$ cat config.mk
export PLATFORM = sky130hd
export DESIGN_NAME = round_robin_task_picker_unit
export DESIGN_NICKNAME = d
export VERILOG_FILES = /design/src/hw/rtl/rrtp_pkg.sv /design/src/hw/rtl/rrtp_tick_cmp.sv /design/src/hw/rtl/rrtp_table.sv /design/src/hw/rtl/round_robin_task_picker_unit.sv
export VERILOG_INCLUDE_DIRS = /design/src /design/src/hw/rtl
export SDC_FILE = /design/constraint.sdc
export NUM_CORES = 1
export LEC_CHECK = 0
export ABC_AREA = 1
export BUFFER_PORTS_ARGS = -buffer_cell sky130_fd_sc_hd__buf_2
export CORE_MARGIN = 4
export CORE_UTILIZATION = 40
export DETAILED_ROUTE_END_ITERATION = 10
export PLACE_DENSITY_LB_ADDON = 0.3
export SETUP_SLACK_MARGIN = 0.3
export SLEW_MARGIN = 30
export SYNTH_ARGS = -nofsm -noshare
export SYNTH_HDL_FRONTEND = slang
export SYNTH_SLANG_ARGS = --single-unit
$ cat constraint.sdc
create_clock -name clk_i -period 4.9 [get_ports clk_i]
set_input_delay 0.245 -clock clk_i [delete_from_list [all_inputs] [get_ports clk_i]]
set_output_delay 0.245 -clock clk_i [all_outputs]
set_load 0.03 [all_outputs]
$ cat src/hw/rtl/round_robin_task_picker_unit_assert.svh
// assertion helpers shared by the task picker rtl
`ifndef ROUND_ROBIN_TASK_PICKER_UNIT_ASSERT_SVH
`define ROUND_ROBIN_TASK_PICKER_UNIT_ASSERT_SVH

// condition and consequence in the same cycle
`define RRTP_ASSERT_SAME(lbl, ante, cons, msg) \
  lbl: assert property (@(posedge clk_i) disable iff (!rst_ni) (ante) |-> (cons)) \
    else $error(msg);

// consequence in the cycle after the condition
`define RRTP_ASSERT_NEXT(lbl, ante, cons, msg) \
  lbl: assert property (@(posedge clk_i) disable iff (!rst_ni) (ante) |=> (cons)) \
    else $error(msg);

`endif

$ cat src/hw/rtl/rrtp_pkg.sv
`timescale 1ns / 1ps

package rrtp_pkg;

  localparam int NTASKS_DEF    = 16;
  localparam int TICK_BITS_DEF = 32;

  typedef enum logic [2:0] {
    TS_NEW     = 3'd0,
    TS_READY   = 3'd1,
    TS_BLOCKED = 3'd2,
    TS_TIMED   = 3'd3,
    TS_SLEEP   = 3'd4,
    TS_TERM    = 3'd5
  } task_state_e;

  typedef enum logic {
    KIND_WRITE = 1'b0,
    KIND_SCHED = 1'b1
  } item_kind_e;

  typedef enum logic [2:0] {
    FSM_IDLE,
    FSM_SCAN,
    FSM_DRAIN,
    FSM_WBACK,
    FSM_FINISH
  } fsm_e;

  typedef struct packed {
    logic        kind;
    logic [3:0]  slot;
    logic        slot_used;
    logic [2:0]  task_state;
    logic        task_suspended;
    logic [31:0] wake_tick;
    logic [31:0] now_tick;
  } in_item_t;

  typedef struct packed {
    logic       found;
    logic [3:0] picked_slot;
    logic       timed_out;
    logic [4:0] freed_count;
  } out_item_t;

  // slot table control
  typedef struct packed {
    logic we;
    logic wvalid;
    logic re;
    logic clr;
  } tbl_ctl_t;

  typedef struct packed {
    logic [2:0] state;
    logic       susp;
  } slot_attr_t;

endpackage

$ cat src/hw/rtl/rrtp_tick_cmp.sv
`timescale 1ns / 1ps

module rrtp_tick_cmp #(
  parameter int TICK_BITS = 32
) (
  input  logic [TICK_BITS-1:0] wake_i,
  input  logic [TICK_BITS-1:0] now_i,
  output logic                 ahead_o
);

  logic [TICK_BITS-1:0] diff;

  // wake is ahead when the wrapped difference is nonzero and positive
  assign diff    = wake_i - now_i;
  assign ahead_o = (diff != '0) && !diff[TICK_BITS-1];

endmodule

$ cat src/hw/rtl/rrtp_table.sv
`timescale 1ns / 1ps

module rrtp_table #(
  parameter int NTASKS    = 16,
  parameter int TICK_BITS = 32
) (
  input  logic                       clk_i,
  input  logic                       rst_ni,
  input  rrtp_pkg::tbl_ctl_t         ctl_i,
  input  logic [$clog2(NTASKS)-1:0]  waddr_i,
  input  rrtp_pkg::slot_attr_t       wattr_i,
  input  logic [TICK_BITS-1:0]       wwake_i,
  input  logic [$clog2(NTASKS)-1:0]  raddr_i,
  input  logic [$clog2(NTASKS)-1:0]  cidx_i,
  output logic                       rvalid_o,
  output rrtp_pkg::slot_attr_t       rattr_o,
  output logic [TICK_BITS-1:0]       rwake_o
);

  import rrtp_pkg::*;

  logic [NTASKS-1:0]    valid_q;
  logic                 rvalid_q;
  slot_attr_t           attr_mem [NTASKS];
  logic [TICK_BITS-1:0] wake_mem [NTASKS];
  slot_attr_t           rattr_q;
  logic [TICK_BITS-1:0] rwake_q;

  always_ff @(posedge clk_i or negedge rst_ni) begin
    if (!rst_ni) begin
      valid_q  <= '0;
      rvalid_q <= 1'b0;
    end else begin
      if (ctl_i.we) begin
        valid_q[waddr_i] <= ctl_i.wvalid;
      end else if (ctl_i.clr) begin
        valid_q[cidx_i] <= 1'b0;
      end
      if (ctl_i.re) begin
        rvalid_q <= valid_q[raddr_i];
      end
    end
  end

  always_ff @(posedge clk_i) begin
    if (ctl_i.we) begin
      attr_mem[waddr_i] <= wattr_i;
      wake_mem[waddr_i] <= wwake_i;
    end
    if (ctl_i.re) begin
      rattr_q <= attr_mem[raddr_i];
      rwake_q <= wake_mem[raddr_i];
    end
  end

  assign rvalid_o = rvalid_q;
  assign rattr_o  = rattr_q;
  assign rwake_o  = rwake_q;

endmodule

$ cat src/hw/rtl/round_robin_task_picker_unit.sv
`timescale 1ns / 1ps
`include "round_robin_task_picker_unit_assert.svh"
// round-robin task picker over a table of NTASKS task slots
// input channel: in_valid_i / in_stall_o / in_data_i. kind selects a slot
// write (slot, slot_used, task_state, task_suspended, wake_tick) or a
// schedule item (now_tick). every item gives exactly one result item on
// out_valid_o / out_stall_i / out_data_o.
// a write item goes straight from acceptance to the finish state. a schedule
// item reads one slot from the table memory per cycle, starting after the
// current slot, and a single wrapped tick comparator judges each timed or
// sleeping slot; terminated slots are freed in the same pass. the drain and
// write-back states then empty the read pipeline and write the picked slot
// back, and the finish state loads the output register. one item is in
// flight at a time; in_stall_o is high from acceptance until the result is
// loaded into the output register, so a new item is taken only after the
// previous result has been loaded.
// a result waits in the output register while out_stall_i is high; a new
// item may be accepted meanwhile, and its own result waits until the
// register is taken.
// reset empties every slot and sets the current slot to zero; no clearing
// pass is needed, the block takes items as soon as reset is released.
module round_robin_task_picker_unit #(
  parameter int NTASKS    = rrtp_pkg::NTASKS_DEF,
  parameter int TICK_BITS = rrtp_pkg::TICK_BITS_DEF
) (
  input  logic                clk_i,
  input  logic                rst_ni,
  input  logic                in_valid_i,
  output logic                in_stall_o,
  input  rrtp_pkg::in_item_t  in_data_i,
  output logic                out_valid_o,
  input  logic                out_stall_i,
  output rrtp_pkg::out_item_t out_data_o
);

  import rrtp_pkg::*;

  localparam int IW = $clog2(NTASKS);
  localparam logic [IW-1:0] LAST_IDX = IW'(NTASKS - 1);

  typedef logic [TICK_BITS-1:0] tick_t;

  fsm_e        state_q, state_d;
  logic [IW-1:0] cur_q, ptr_q, iss_q, e_idx_q, pick_q;
  logic        e_vld_q, found_q, tmo_q, wb_q;
  logic [4:0]  freed_q;
  tick_t       now_q, pick_wake_q;
  logic        out_valid_q;
  out_item_t   out_q;

  tbl_ctl_t    tbl_ctl;
  logic [IW-1:0] tbl_waddr;
  slot_attr_t  tbl_wattr;
  tick_t       tbl_wwake;
  logic        rvalid;
  slot_attr_t  rattr;
  tick_t       rwake;
  logic        ahead;

  logic        accept, load_out, in_range;
  logic        free_hit, pick_hit;

  function automatic logic [IW-1:0] wrap_inc(input logic [IW-1:0] p);
    return (p == LAST_IDX) ? '0 : p + 1'b1;
  endfunction

  rrtp_table #(
    .NTASKS   (NTASKS),
    .TICK_BITS(TICK_BITS)
  ) u_table (
    .clk_i   (clk_i),
    .rst_ni  (rst_ni),
    .ctl_i   (tbl_ctl),
    .waddr_i (tbl_waddr),
    .wattr_i (tbl_wattr),
    .wwake_i (tbl_wwake),
    .raddr_i (ptr_q),
    .cidx_i  (e_idx_q),
    .rvalid_o(rvalid),
    .rattr_o (rattr),
    .rwake_o (rwake)
  );

  rrtp_tick_cmp #(
    .TICK_BITS(TICK_BITS)
  ) u_cmp (
    .wake_i (rwake),
    .now_i  (now_q),
    .ahead_o(ahead)
  );

  assign in_stall_o = (state_q != FSM_IDLE);
  assign accept     = in_valid_i && !in_stall_o;
  assign in_range   = ({28'd0, in_data_i.slot} < 32'(NTASKS));

  // evaluation of the slot read in the previous cycle
  assign free_hit = e_vld_q && rvalid && (rattr.state == TS_TERM) && (e_idx_q != cur_q);
  assign pick_hit = e_vld_q && rvalid && !rattr.susp &&
                    ((rattr.state == TS_READY) ||
                     (((rattr.state == TS_TIMED) || (rattr.state == TS_SLEEP)) && !ahead));

  always_comb begin
    state_d   = state_q;
    load_out  = 1'b0;
    tbl_ctl   = '0;
    tbl_waddr = IW'(in_data_i.slot);
    tbl_wattr = '{state: in_data_i.task_state, susp: in_data_i.task_suspended};
    tbl_wwake = tick_t'(in_data_i.wake_tick);
    tbl_ctl.wvalid = in_data_i.slot_used;
    tbl_ctl.clr    = free_hit;
    case (state_q)
      FSM_IDLE: begin
        if (accept) begin
          if (in_data_i.kind == KIND_WRITE) begin
            tbl_ctl.we = in_range;
            state_d    = FSM_FINISH;
          end else begin
            state_d = FSM_SCAN;
          end
        end
      end
      FSM_SCAN: begin
        tbl_ctl.re = 1'b1;
        if (iss_q == LAST_IDX) begin
          state_d = FSM_DRAIN;
        end
      end
      FSM_DRAIN: begin
        state_d = FSM_WBACK;
      end
      FSM_WBACK: begin
        // picked slot turns ready; a block timeout also drops its wake tick
        tbl_ctl.we     = found_q && wb_q;
        tbl_ctl.wvalid = 1'b1;
        tbl_waddr      = pick_q;
        tbl_wattr      = '{state: TS_READY, susp: 1'b0};
        tbl_wwake      = tmo_q ? '0 : pick_wake_q;
        state_d        = FSM_FINISH;
      end
      FSM_FINISH: begin
        if (!out_valid_q || !out_stall_i) begin
          load_out = 1'b1;
          state_d  = FSM_IDLE;
        end
      end
      default: begin
        state_d = FSM_IDLE;
      end
    endcase
  end

  always_ff @(posedge clk_i or negedge rst_ni) begin
    if (!rst_ni) begin
      state_q     <= FSM_IDLE;
      cur_q       <= '0;
      ptr_q       <= '0;
      iss_q       <= '0;
      e_vld_q     <= 1'b0;
      found_q     <= 1'b0;
      out_valid_q <= 1'b0;
    end else begin
      state_q <= state_d;
      e_vld_q <= (state_q == FSM_SCAN);
      if (accept) begin
        found_q <= 1'b0;
        ptr_q   <= wrap_inc(cur_q);
        iss_q   <= '0;
      end else if (state_q == FSM_SCAN) begin
        ptr_q <= wrap_inc(ptr_q);
        iss_q <= iss_q + 1'b1;
      end
      if (pick_hit && !found_q) begin
        found_q <= 1'b1;
      end
      if (state_q == FSM_WBACK && found_q) begin
        cur_q <= pick_q;
      end
      if (load_out) begin
        out_valid_q <= 1'b1;
      end else if (out_valid_q && !out_stall_i) begin
        out_valid_q <= 1'b0;
      end
    end
  end

  always_ff @(posedge clk_i) begin
    if (accept) begin
      pick_q  <= '0;
      tmo_q   <= 1'b0;
      wb_q    <= 1'b0;
      freed_q <= '0;
      now_q   <= tick_t'(in_data_i.now_tick);
    end else begin
      e_idx_q <= ptr_q;
      if (free_hit && freed_q != 5'd31) begin
        freed_q <= freed_q + 5'd1;
      end
      if (pick_hit && !found_q) begin
        pick_q      <= e_idx_q;
        tmo_q       <= (rattr.state == TS_TIMED);
        wb_q        <= (rattr.state != TS_READY);
        pick_wake_q <= rwake;
      end
    end
    if (load_out) begin
      out_q <= '{found: found_q, picked_slot: 4'(pick_q), timed_out: tmo_q,
                 freed_count: freed_q};
    end
  end

  assign out_valid_o = out_valid_q;
  assign out_data_o  = out_q;

  `RRTP_ASSERT_NEXT(a_scan_len, state_q == FSM_SCAN && iss_q == LAST_IDX, state_q == FSM_DRAIN, "scan pass overran the table")
  `RRTP_ASSERT_SAME(a_tmo_found, state_q == FSM_WBACK && tmo_q, found_q, "timeout flagged without a pick")
  `RRTP_ASSERT_SAME(a_eval_idle, state_q == FSM_IDLE, !e_vld_q, "slot evaluated outside a pass")

endmodule

Yosys cells after proc, flatten, opt, wreduce, memory -nomap -nowiden --
Memory sizes are Yosys's and may differ from the RTL's. A register that Yosys moved wholly into a read port is not among the register bits. Cells that the tools add are included.
Operators by class: add/sub/neg operators 5, magnitude comparators 5, equality and inequality tests 17, muxes and demuxes 37, bitwise gates (word level) 3, reduce and logical (&&, ||, !) cells 34
Operators with widths (number):
- $mux W32 | 2
- $mux W16 | 2
- $mux W4 | 8
- $reduce_bool A32 Y1 | 1
- $sub A32 B32 Y32 | 1
- $and A16 B16 Y16 | 1
- $bwmux W16 | 1
- $not A16 Y16 | 1
- $logic_and A1 B1 Y1 | 15
- $lt A4 B5 Y1 const B | 3
- $mux W1 | 15
- $pmux W3 S5 | 1
- $add A4 B1 Y4 const B | 3
- $eq A4 B4 Y1 const B | 3
- $mux W3 | 4
- $eq A3 B2 Y1 const B | 3
- $eq A3 B3 Y1 const B | 3
- $demux W1 S4 | 2
- $ge A4 B1 Y1 const B | 2
- $reduce_bool A2 Y1 | 4
- $logic_not A1 Y1 | 7
- $eq A3 B1 Y1 const B | 2
- $ne A2 B2 Y1 const B | 3
- $add A5 B1 Y5 const B | 1
- 11 further kinds | 13
Storage, ports and cells: bits in registers 125, RAM bits 576, word-level logic and storage cells 123, memories kept 2
Memories:
- u_table.wake_mem | depth 16, bits a word 32, read ports 1, clocked after Yosys merged registers in 1, write ports 1, RTL line rrtp_table.sv:25 | logic [TICK_BITS-1:0] wake_mem [NTASKS];
- u_table.attr_mem | depth 16, bits a word 4, read ports 1, clocked after Yosys merged registers in 1, write ports 1, RTL line rrtp_table.sv:24 | slot_attr_t attr_mem [NTASKS];

Longest topological paths before layout --
depth after elaboration 9, depth in mapped cells 24, mapped depth without buffers 24

By module --
From an unflattened synthesis, not the netlist that was laid out.
Unflattened totals: cells, all modules 2909, area total of the unflattened synthesis 32145.8 um^2
By module, submodules not included:
- rrtp_table | instances 1, cells an instance 1888, area each 24802.5 um^2
- round_robin_task_picker_unit | instances 1, cells an instance 413, area each 4490.6 um^2
- rrtp_tick_cmp | instances 1, cells an instance 608, area each 2852.7 um^2

Worst setup path after synthesis --
OpenSTA, ideal clock, no wires.
path type flip-flop to flip-flop, from register state_q[2], to memory u_table.attr_mem[4][0] (netlist name), enable pin, setup time 432 ps, data arrival time 4039 ps, required time 4468 ps, path slack 429 ps, cell stages (with the launch flop) 8, clock period less this slack 4471 ps, cell sequence dfrtp_1 > nor2_1 > nand2_1 > nor2_2 > inv_2 > o21ai_2 > nand3_1 > nor2_1
Between the ends: longest elaborated chain between the ends 7, elaborated cells on any way between the ends 10, those cells by class 1 x eq/ne; 5 x mux; 4 x reduce/logical
RTL lines:
- start, declared | RTL line round_robin_task_picker_unit.sv:43 | fsm_e state_q, state_d;
- start signal, assigned | RTL line round_robin_task_picker_unit.sv:162 | state_q <= state_d;
- $reduce_bool A3 Y1 | RTL line round_robin_task_picker_unit.sv:92 | assign in_stall_o = (state_q != FSM_IDLE);
- net in_stall_o | RTL line round_robin_task_picker_unit.sv:29 | output logic in_stall_o,
- $logic_not A1 Y1 | RTL line round_robin_task_picker_unit.sv:93 | assign accept = in_valid_i && !in_stall_o;
- $logic_and A1 B1 Y1 | RTL line round_robin_task_picker_unit.sv:93
- net accept | RTL line round_robin_task_picker_unit.sv:60 | logic accept, load_out, in_range;
- $mux W1 | RTL line round_robin_task_picker_unit.sv:113 | if (accept) begin
- $pmux W1 S2 | RTL line round_robin_task_picker_unit.sv:111 | case (state_q)
- $mux W1 | RTL line rrtp_table.sv:46 | if (ctl_i.we) begin
- $mux W1 (implied by the code) | RTL line rrtp_table.sv:47 | attr_mem[waddr_i] <= wattr_i;
- end, declared | RTL line rrtp_table.sv:24
The timed path passes the listed nets, and every way through them passes these cells.

Worst setup path after layout --
from register now_q[0], to register pick_wake_q[27], enable pin
Between the ends: longest elaborated chain between the ends 9, elaborated cells on any way between the ends 10, those cells by class 1 x add/sub; 9 x reduce/logical
RTL lines:
- start, declared | RTL line round_robin_task_picker_unit.sv:47 | tick_t now_q, pick_wake_q;
- start signal, assigned | RTL line round_robin_task_picker_unit.sv:192 | now_q <= tick_t'(in_data_i.now_tick);
- $sub A32 B32 Y32 (*) | RTL line rrtp_tick_cmp.sv:14 | assign diff = wake_i - now_i;
- $reduce_bool A32 Y1 / $logic_not A1 Y1 (equally long branches) | RTL line rrtp_tick_cmp.sv:15 | assign ahead_o = (diff != '0) && !diff[TICK_BITS-1];
- $logic_and A1 B1 Y1 (*) | RTL line rrtp_tick_cmp.sv:15
- $logic_not A1 Y1 (*) | RTL line round_robin_task_picker_unit.sv:100 | (((rattr.state == TS_TIMED) || (rattr.state == TS_SLEEP)) && !ahead));
- $logic_and A1 B1 Y1 (*) | RTL line round_robin_task_picker_unit.sv:100
- $logic_or A1 B1 Y1 (*) | RTL line round_robin_task_picker_unit.sv:99 | ((rattr.state == TS_READY) ||
- $logic_and A1 B1 Y1 (*) | RTL line round_robin_task_picker_unit.sv:98 | assign pick_hit = e_vld_q && rvalid && !rattr.susp &&
- $logic_and A1 B1 Y1 (*) | RTL line round_robin_task_picker_unit.sv:198 | if (pick_hit && !found_q) begin
- $reduce_and A2 Y1 (no source line) (*)
- end signal, assigned | RTL line round_robin_task_picker_unit.sv:202 | pick_wake_q <= rwake;
- end, declared | RTL line round_robin_task_picker_unit.sv:47
Every way passes the cells marked *; elsewhere a longest branch is shown, timed or not. A chain may end at the register's enable or synchronous reset.

==> run metrics <==
outcome finished clean; dpl hpwl 51.10 mm; Syn Inst Count 2737; FF-to-FF End pick_wake_q[27]$_DFFE_PP_; area leader, netlist edfxtp_1; critical path's slowest cell fa_1; Leakage 0.01309 µW; share of cells above drive strength 1 10.72%; Hold EP state_q[0]$_DFFE_PN0P_; top post-synthesis cells by area edfxtp_1 66%, nand2_1 5.1%, o21ai_0 5.0%; Tightest Pin Transition 1.022 ns; post-synth cell types 41; Buf+Inv Stages, Crit Path 2; total power draw 20910 µW; Tmin final 3.776 ns; CTS tree yes; Worst-Skew Late Latency 0.61 ns; Max Freq 264.8 MHz; # setup viols final 0; grt ovf 0; peak supply drop 0.2981 mV; Mean Syn Cell Area 11.51 µm²; setup TNS 0 ns; Rows 102; final setup margin 1.124 ns; cells on worst reg2reg path 20; asr flop ratio synth 4.749%; unrepaired setup endpoints after global routing no; initial antenna violation count 9; number of max-cap violations 0; drt wl/cell 21.84 µm; core area 0.07772 mm²; post-synth top area share 65.84%; # DRC 0; Die Ht 288.7 µm; startpoint types register; H-Tree Depth 3; first-pass GRT wire length 127.9 mm; required time worst endpoint 5.15 ns; Clock Skew 0.02362 ns; delay-heaviest family, CP simple AND/OR/NAND/NOR gates; final hold vios 0; Worst Hold Class primary input to register; hold wc startpoint in_valid_i; Synth Warn # 0; drt total wl 86.08 mm; Hold Path Stages 3; WS Path Type register to register; vias per cell 5.474; via count 21580; CTS Buf Count 76; total track usage 20.29%; largest net degree at the start of global routing 166; Die Area 0.08334 mm²; GP Congestion 0.9111; top-count cell post-synth edfxtp_1; Power per Cell Area 580.1 mW/mm²; die width 288.7 µm; Filler Cells Inserted 6929; Post-synth EDFFs 691; Final #Nets 2958; Initial Util 40.55%; worst hold slack 0.06726 ns; flop2flop setup slack 1.12 ns; Worst EP arrival 4.03 ns; Detail Route Antenna Nets 0; sequential area share after synthesis 69.32%; total iterations of the first detailed-routing run 7; I/O pin cnt 91; Port Buffers 90; Post-synth top flop edfxtp_1; Slew Viols, Final 0; Clock Pin Slew Worst Setup and Hold Paths 0.06 ns; Setup Fix Bufs, Post-CTS 0; Layout area overhead 14.36%; Post-Synthesis Net Count 2852; worst relative slew slack 31.85%; RR Startpoint now_q[0]$_DFFE_PP_; Clock Path Buffers 3; largest fanout on the critical path 32; Iteration-0 DRC Markers 2257; number of global-route vias before repair 21040; Seq cells post-synth 737; Worst setup EP type register; CP dominant cell by count nand2_1; CTS Sinks 737; Finished Core Util 46.37%; root buffer cell clkbuf_16; commonest cells in the netlist 691 x edfxtp_1, 430 x nand2_1, 387 x nor2_1, 315 x o21ai_0, 211 x inv_1; Worst path max stage delay 0.41 ns; fin crit share 77.06%; critical-path cell list ha_1 -> fa_1 -> inv_1 -> nand3_1 -> nand3_1 -> nand2_1 -> nand2_1 -> nand2_1 -> nand2_1 -> xor2_1 -> nor2_1 -> nand2_1 -> nor2_1 -> nand3_1 -> nand2_1 -> nand2_2 -> nand2_4 -> nand2_4 -> nor2_4 -> buf_4; Synth Cell Area 0.03151 mm²; Setup WS pre-CTS 1.078 ns
==> power breakdown <==
part / internal, µW / switching, µW
Sequential: 7840 / 360
Combinational: 1960 / 5140
Clock: 3250 / 2350
==> final cells by class <==
cell class	instances	area, µm²	area share [%]
flip-flops and latches	737	21860	60.65
multi-input cells	1644	8446	23.44
clock buffers	100	2077	5.763
well taps	1040	1301	3.611
repair buffers	165	1201	3.333
inverters	219	830.8	2.305
clock inverters	36	321.6	0.8923
diodes	1	2.502	0.006944
==> timing repair <==
item	CTS	global route
gates resized for setup	0	0
hold endpoints to repair	69	0
hold buffers	35	0
setup endpoints to repair	0	0
==> worst max-delay path by stage <==
| stage | start | end | depth (start not counted) |
|---|---|---|---|
| after floorplan | state_q[2]$_DFFE_PN0P_ | u_table.attr_mem[4][0]$_DFFE_PP_ | 7 |
| after global placement | now_q[0]$_DFFE_PP_ | pick_wake_q[19]$_DFFE_PP_ | 20 |
| after detailed placement | state_q[2]$_DFFE_PN0P_ | u_table.wake_mem[7][5]$_DFFE_PP_ | 8 |
| after CTS | state_q[2]$_DFFE_PN0P_ | u_table.wake_mem[7][26]$_DFFE_PP_ | 8 |
| after global routing | now_q[0]$_DFFE_PP_ | pick_wake_q[6]$_DFFE_PP_ | 20 |
| final | now_q[0]$_DFFE_PP_ | pick_wake_q[27]$_DFFE_PP_ | 20 |
==> per-stage QoR <==
step	area, µm²	std cells
after floorplan	31510	2737
after global placement	33270	3770
after detailed placement	33270	3770
after CTS	36020	3941
after global routing	36040	3941
final	36040	3942
==> state kept, by name (all words and copies together), names as in the netlist, 5 cells and up <==
register / cells
out_data_o: 11
u_table.valid_q: 16
now_q: 32
u_table.wake_mem: 512
pick_wake_q: 32
u_table.rwake_o: 32
u_table.attr_mem: 64
freed_q: 5
==> kinds of logic after synthesis <==
kind of cell | share of synthesized area (%)
adder cells (fa/ha/maj) | 1.493
buffers and inverters | 4.272
flip-flops | 69.32
AO/OA/AOI/OAI | 10.87
AND/OR/NAND/NOR | 13.60
XOR/XNOR | 0.4447
==> metal layers <==
layer  share of wire [%]  wire (µm)  GRT usage, %  vias to the layer above
met3                 8.1       7011         4.846                      154
met2                  47      40420         33.22                      866
met5               0.067         58             0                        -
met4                 2.5       2110         5.926                        8
met1                  42      36470         27.12                    10590
li1                    -          -             -                     9958
==> cells in the final DEF, fill, tap and decap left out, types with 9 or more instances in the layout <==
| cell | n |
|---|---|
| dfxtp_1 | 11 |
| nand3_1 | 117 |
| a21oi_1 | 40 |
| nand2_1 | 430 |
| nand2_2 | 12 |
| buf_2 | 90 |
| dfrtp_1 | 31 |
| clkinv_2 | 11 |
| clkinv_1 | 16 |
| o22ai_1 | 40 |
| nor2_4 | 18 |
| nor2_1 | 379 |
| xor2_1 | 9 |
| dlygate4sd3_1 | 35 |
| nand4_1 | 19 |
| clkbuf_1 | 20 |
| o21ai_1 | 20 |
| o221ai_1 | 108 |
| inv_1 | 209 |
| nor2_2 | 14 |
| buf_4 | 32 |
| clkbuf_16 | 80 |
| ha_1 | 36 |
| o21ai_0 | 315 |
| o211ai_1 | 38 |
| edfxtp_1 | 691 |
==> tightest hold or removal path, stage by stage <==
cell and delay [ns]:
buf_2 0.09, o211ai_1 0.13, o21ai_0 0.17
No activity file was read; power rests on OpenSTA's default activity.
